[src/fbti_pkg.sv]
package fbti_pkg;

   // table geometry default
   localparam int SIDE_DEFAULT = 10;
   localparam int ENTRY_W      = 16;

   // fixed-point constants
   localparam logic [ENTRY_W-1:0] UNITY    = 16'd16384;
   localparam logic [16:0]        HALF_Q16 = 17'd32768;
   localparam logic [16:0]        ONE_Q16  = 17'h10000;

   // configuration register reset values (unsigned Q8.16)
   localparam int SCALE_W = 24;
   localparam logic [SCALE_W-1:0] POS_SCALE_RESET = 24'd1310720;
   localparam logic [SCALE_W-1:0] ANG_SCALE_RESET = 24'd65536;

   // request kinds
   localparam logic OP_WRITE = 1'b0;
   localparam logic OP_QUERY = 1'b1;

   // pipeline stage numbering
   localparam int STAGES   = 7;
   localparam int ST_FOLD  = 0;
   localparam int ST_SCALE = 1;
   localparam int ST_COORD = 2;
   localparam int ST_ADDR  = 3;
   localparam int ST_MEM   = 4;
   localparam int ST_PROD  = 5;
   localparam int ST_OUT   = 6;

   // unpacked request fields
   typedef struct packed {
      logic               op;
      logic [1:0]         side;
      logic signed [31:0] strip_position;
      logic signed [23:0] impact_angle;
      logic [3:0]         entry_row;
      logic [3:0]         entry_column;
      logic [15:0]        entry_value;
   } fbti_req_type;

   // per-item tag carried down the pipe
   typedef struct packed {
      logic               is_query;
      logic               unity;
      logic               wr_ok;
      logic               side0;
      logic [3:0]         row;
      logic [3:0]         col;
      logic [ENTRY_W-1:0] value;
   } fbti_tag_type;

   // stage control from the top level
   typedef struct packed {
      logic [STAGES-1:0] load;
      logic [STAGES-1:0] full;
      logic              clearing;
   } fbti_ctrl_type;

endpackage

[src/fbti_front.sv]
module fbti_front
   import fbti_pkg::*;
#(
   parameter int TABLE_SIDE = SIDE_DEFAULT,
   localparam int IDX_W = $clog2(TABLE_SIDE),
   localparam int CW = IDX_W + 16
) (
   input  logic               clock,
   input  fbti_ctrl_type      ctrl,
   input  fbti_req_type       req,
   input  logic [SCALE_W-1:0] pos_scale,
   input  logic [SCALE_W-1:0] ang_scale,
   output fbti_tag_type       tag,
   output logic [CW-1:0]      pos_coord,
   output logic [CW-1:0]      ang_coord
);

   localparam logic [5:0] SIDE_L = 6'(TABLE_SIDE);
   localparam int TOP = (TABLE_SIDE - 1) * 65536;

   // bin coordinate minus one half, clamped to the table
   function automatic logic [CW-1:0] bin_coord(input logic [31:0] c);
      logic [31:0] d;
      d = c - 32'(HALF_Q16);
      if (c <= 32'(HALF_Q16)) begin
         bin_coord = '0;
      end else if (d > 32'(TOP)) begin
         bin_coord = CW'(TOP);
      end else begin
         bin_coord = CW'(d);
      end
   endfunction

   // fold stage
   logic [15:0]  frac;
   logic [23:0]  ang_bits;
   logic [16:0]  pmag_in, pmag_ff;
   logic [23:0]  amag_in, amag_ff;
   fbti_tag_type tag1_in, tag1_ff;

   assign frac     = req.strip_position[15:0];
   assign ang_bits = req.impact_angle;
   assign pmag_in  = ({1'b0, frac} <= HALF_Q16) ? {1'b0, frac} : (ONE_Q16 - {1'b0, frac});
   assign amag_in  = ang_bits[23] ? (~ang_bits + 24'd1) : ang_bits;

   always_comb begin
      tag1_in.is_query = (req.op == OP_QUERY);
      tag1_in.unity    = req.side[1];
      tag1_in.wr_ok    = (req.op == OP_WRITE) && !req.side[1]
                         && ({2'b00, req.entry_row} < SIDE_L)
                         && ({2'b00, req.entry_column} < SIDE_L);
      tag1_in.side0    = req.side[0];
      tag1_in.row      = req.entry_row;
      tag1_in.col      = req.entry_column;
      tag1_in.value    = req.entry_value;
   end

   always_ff @(posedge clock) begin
      if (ctrl.load[ST_FOLD]) begin
         tag1_ff <= tag1_in;
         pmag_ff <= pmag_in;
         amag_ff <= amag_in;
      end
   end

   // scale stage
   logic [40:0]  pprod_in, pprod_ff;
   logic [47:0]  aprod_in, aprod_ff;
   fbti_tag_type tag2_ff;

   assign pprod_in = 41'(pmag_ff) * 41'(pos_scale);
   assign aprod_in = 48'(amag_ff) * 48'(ang_scale);

   always_ff @(posedge clock) begin
      if (ctrl.load[ST_SCALE]) begin
         tag2_ff  <= tag1_ff;
         pprod_ff <= pprod_in;
         aprod_ff <= aprod_in;
      end
   end

   // coordinate stage
   logic [CW-1:0] pc_in, pc_ff, ac_in, ac_ff;
   fbti_tag_type  tag3_ff;

   assign pc_in = bin_coord(32'(pprod_ff[40:16]));
   assign ac_in = bin_coord(aprod_ff[47:16]);

   always_ff @(posedge clock) begin
      if (ctrl.load[ST_COORD]) begin
         tag3_ff <= tag2_ff;
         pc_ff   <= pc_in;
         ac_ff   <= ac_in;
      end
   end

   assign tag       = tag3_ff;
   assign pos_coord = pc_ff;
   assign ang_coord = ac_ff;

endmodule

[config.mk]
export PLATFORM = sky130hd
export DESIGN_NAME = fbti_front
export DESIGN_NICKNAME = d
export VERILOG_FILES = /design/src/fbti_pkg.sv /design/src/fbti_front.sv
export SDC_FILE = /design/constraint.sdc
export NUM_CORES = 2
export LEC_CHECK = 0
export BUFFER_PORTS_ARGS = -buffer_cell sky130_fd_sc_hd__buf_2
export CORE_MARGIN = 3
export CORE_UTILIZATION = 55
export CTS_BUF_LIST = sky130_fd_sc_hd__clkbuf_4
export DETAILED_ROUTE_END_ITERATION = 8
export PLACE_DENSITY = 0.69
export SKIP_CTS_REPAIR_TIMING = 1
export SYNTH_ARGS = -nofsm -noshare
export SYNTH_HDL_FRONTEND = slang
export SYNTH_SLANG_ARGS = --single-unit
[constraint.sdc]
create_clock -name clock -period 12.1 [get_ports clock]
set_input_delay 3.025 -clock clock [delete_from_list [all_inputs] [get_ports clock]]
set_output_delay 3.025 -clock clock [all_outputs]
set_load 0.05 [all_outputs]
==> flow_summary.ini <==
[global_routing]
track_usage = 0.261
grt_pass1_wl_mm = 154
grt_pass1_vias = 29407
globalRouteOverflowTotal = 0
grt_antenna_before_repair = 5
grt_max_degree = 70

[route]
firstDrtPassIters = 7
wl_per_cell_um = 18.3
drc = 0
drt_iter0_drc = 1695
dr_total_vias = 27263
ant_nets = 0
wl_mm = 93.2
via_per_inst = 5.35

[sta]
final.setup.tns_ns = 0
worst_pin_slew_ns = 1.25
min_period_ns = 9.84
hold_viol = 0
relSlewSlack = 0.165
finalSetupViolCount = 0
finalCritPeriodShare = 0.814
max_clock_freq_ghz = 0.102
fin_worst_skew_ns = 0.0705
maxSlewViolCount = 0
rsz0062_at_grt = no

[yosys]
synth_nets = 5259
synth_area_per_cell_sq_um = 9.77
ys.flop_type = edfxtp_1
postSynthCellCount = 4015
yosys.cell_types.count = 73
yosys_warnings = 0
syn_area_sq_um = 39200
synth-seq-cells = 222
synthArstFlopShare = 0
synth_edf_count = 222
synth_seq_area_share = 0.170

[setup_path]
crit_type = input pin to flop
crit_fanout = 24
critPathSlowestCell = fa_1
start_kind = input pin
critPathArrivalTime_ns = 10.37
worstSetupEndpointType = flop
path_buf_inv = 8
worstPathRequired_ns = 12.63
crit_family = adder cells
max_stage_delay_ns = 0.55

[flow_run]
maxCapViolCount = 0

[min_path]
hold_class = flop to flop

[floorplanning]
core_area_sq_um = 70400
die_y_um = 273
die_x_um = 273
dieArea_sq_um = 74600
boundaryPins = 215
start_util = 0.557
rows = 97

[placed_design]
routabilityCongestion = 0.842
hpwl_mm = 70.7
io_buffers = 186

[final_layout]
area_growth_pct = 5.99
multi_input_area_sq_um = 28300
seqCellArea_sq_um = 6670
layout.nets = 5358
drive_gt1_frac = 0.0785
fillers = 6131

[clock_network]
cts_root_buf = clkbuf_4
clk-insertion-delay-late_ns = 0.83
tritoncts = done
numClockSinks = 222
path_clk_slew_ns = 0.06
cts_made_buffers = 58
clockBufferDepth = 3
cts_max_level = 2

[outcome]
outcome = finished, final reports clean
[layout by cell type (no fill, tap or decap), types with 7 or more instances in the layout]
master / n
a31oi_1: 12
a21o_1: 33
nand3_1: 8
nand2_1: 647
fa_1: 808
o21a_1: 10
xor2_1: 23
o31ai_1: 11
nor2b_1: 11
nor2_1: 41
clkbuf_4: 80
edfxtp_1: 222
inv_1: 938
ha_1: 289
buf_4: 35
nand2b_1: 7
xnor2_1: 77
clkinv_1: 15
buf_2: 183
nor4_1: 10
a21oi_1: 72
nand4_1: 22
o21bai_1: 9
and2_1: 425
and3_1: 7
or4_1: 9
o21ai_0: 45
nor3_1: 22
[layout make-up]
type / instances / share of cell area
clock inverters: 18 / 0.00223
flip-flops and latches: 222 / 0.160
multi-input cells: 2676 / 0.681
repair buffers: 218 / 0.0283
well taps: 940 / 0.0283
inverters: 938 / 0.0847
diodes: 6 / 0.000361
clock buffers: 80 / 0.0144
[layer usage]
layer  GRT usage  vias to the layer above  part of all wire
met5           0                        -                 0
met4      0.0698                        0             0.025
met3      0.0422                      184             0.075
met2       0.436                      925              0.48
met1       0.359                    13938              0.42
li1            -                    12216                 -
[cell usage after synthesis, types with 10 or more instances]
master | count | area (sq um)
and2_1 | 425 | 2660
nor2_1 | 41 | 154
a21oi_1 | 72 | 360
xor2_1 | 23 | 201
nor2b_1 | 11 | 68.8
clkbuf_1 | 169 | 634
a31oi_1 | 12 | 75.1
nor4_1 | 10 | 62.6
ha_1 | 289 | 3620
a21o_1 | 33 | 248
nand4_1 | 22 | 138
inv_1 | 938 | 3520
xnor2_1 | 77 | 674
nand2_1 | 647 | 2430
o21ai_0 | 45 | 225
nor3_1 | 22 | 110
o21a_1 | 10 | 75.1
edfxtp_1 | 222 | 6670
o31ai_1 | 11 | 82.6
fa_1 | 808 | 16200
[per-stage QoR]
| step | utilization | setup slack [ns] | instance area, sq um | cells | hold WS (ns) |
|---|---|---|---|---|---|
| finish | 0.591 | 2.26 | 41600 | 5098 | 0.413 |
| global route | 0.591 | 1.88 | 41600 | 5097 | 0.423 |
| CTS | 0.590 | 2.34 | 41600 | 5092 | 0.414 |
| detailed placement | 0.581 | 1.50 | 40900 | 4994 | 0.405 |
| global placement | 0.581 | 1.54 | 40900 | 4994 | 0.400 |
| floorplan | - | 2.63 | 39200 | 4015 | 0.400 |
[path summary, 6_finish.rpt]
| kind | cells past startpoint | end | slack (ns) | startpoint |
|---|---|---|---|---|
| min reg2reg | 0 | tag[18] | 0.41 | tag2_ff[18] |
| max reg2reg | 25 | aprod_ff[42] | 3.98 | amag_ff[11] |
| min | 0 | tag[18] | 0.41 | tag2_ff[18] |
| max | 26 | aprod_ff[42] | 2.26 | ang_scale[3] |
[cell families (layout without fill, tap and decap cells)]
| logic type | Yosys count | count (layout) | share of synthesized area |
|---|---|---|---|
| and+or+nand+nor | 1232 | 1232 | 0.153 |
| buffers and inverters | 1117 | 1254 | 0.108 |
| adders and majority gates | 1097 | 1097 | 0.504 |
| AOI/OAI and AO/OA | 244 | 244 | 0.0415 |
| DFF | 222 | 222 | 0.170 |
| xor gates and xnor gates | 100 | 100 | 0.0223 |
| muxes | 2 | 2 | 0.000510 |
| other | 1 | 7 | 0.0000956 |
[sequential cells by signal, indices dropped and copies added, names as in the netlist]
register   cells
aprod_ff      32
amag_ff       24
pmag_ff       17
ang_coord     20
pprod_ff      25
tag2_ff       28
tag1_ff       28
tag           28
pos_coord     20
Power is not shown: default switching activity piles up to over one toggle a cycle in this logic, so the estimate is an artifact.
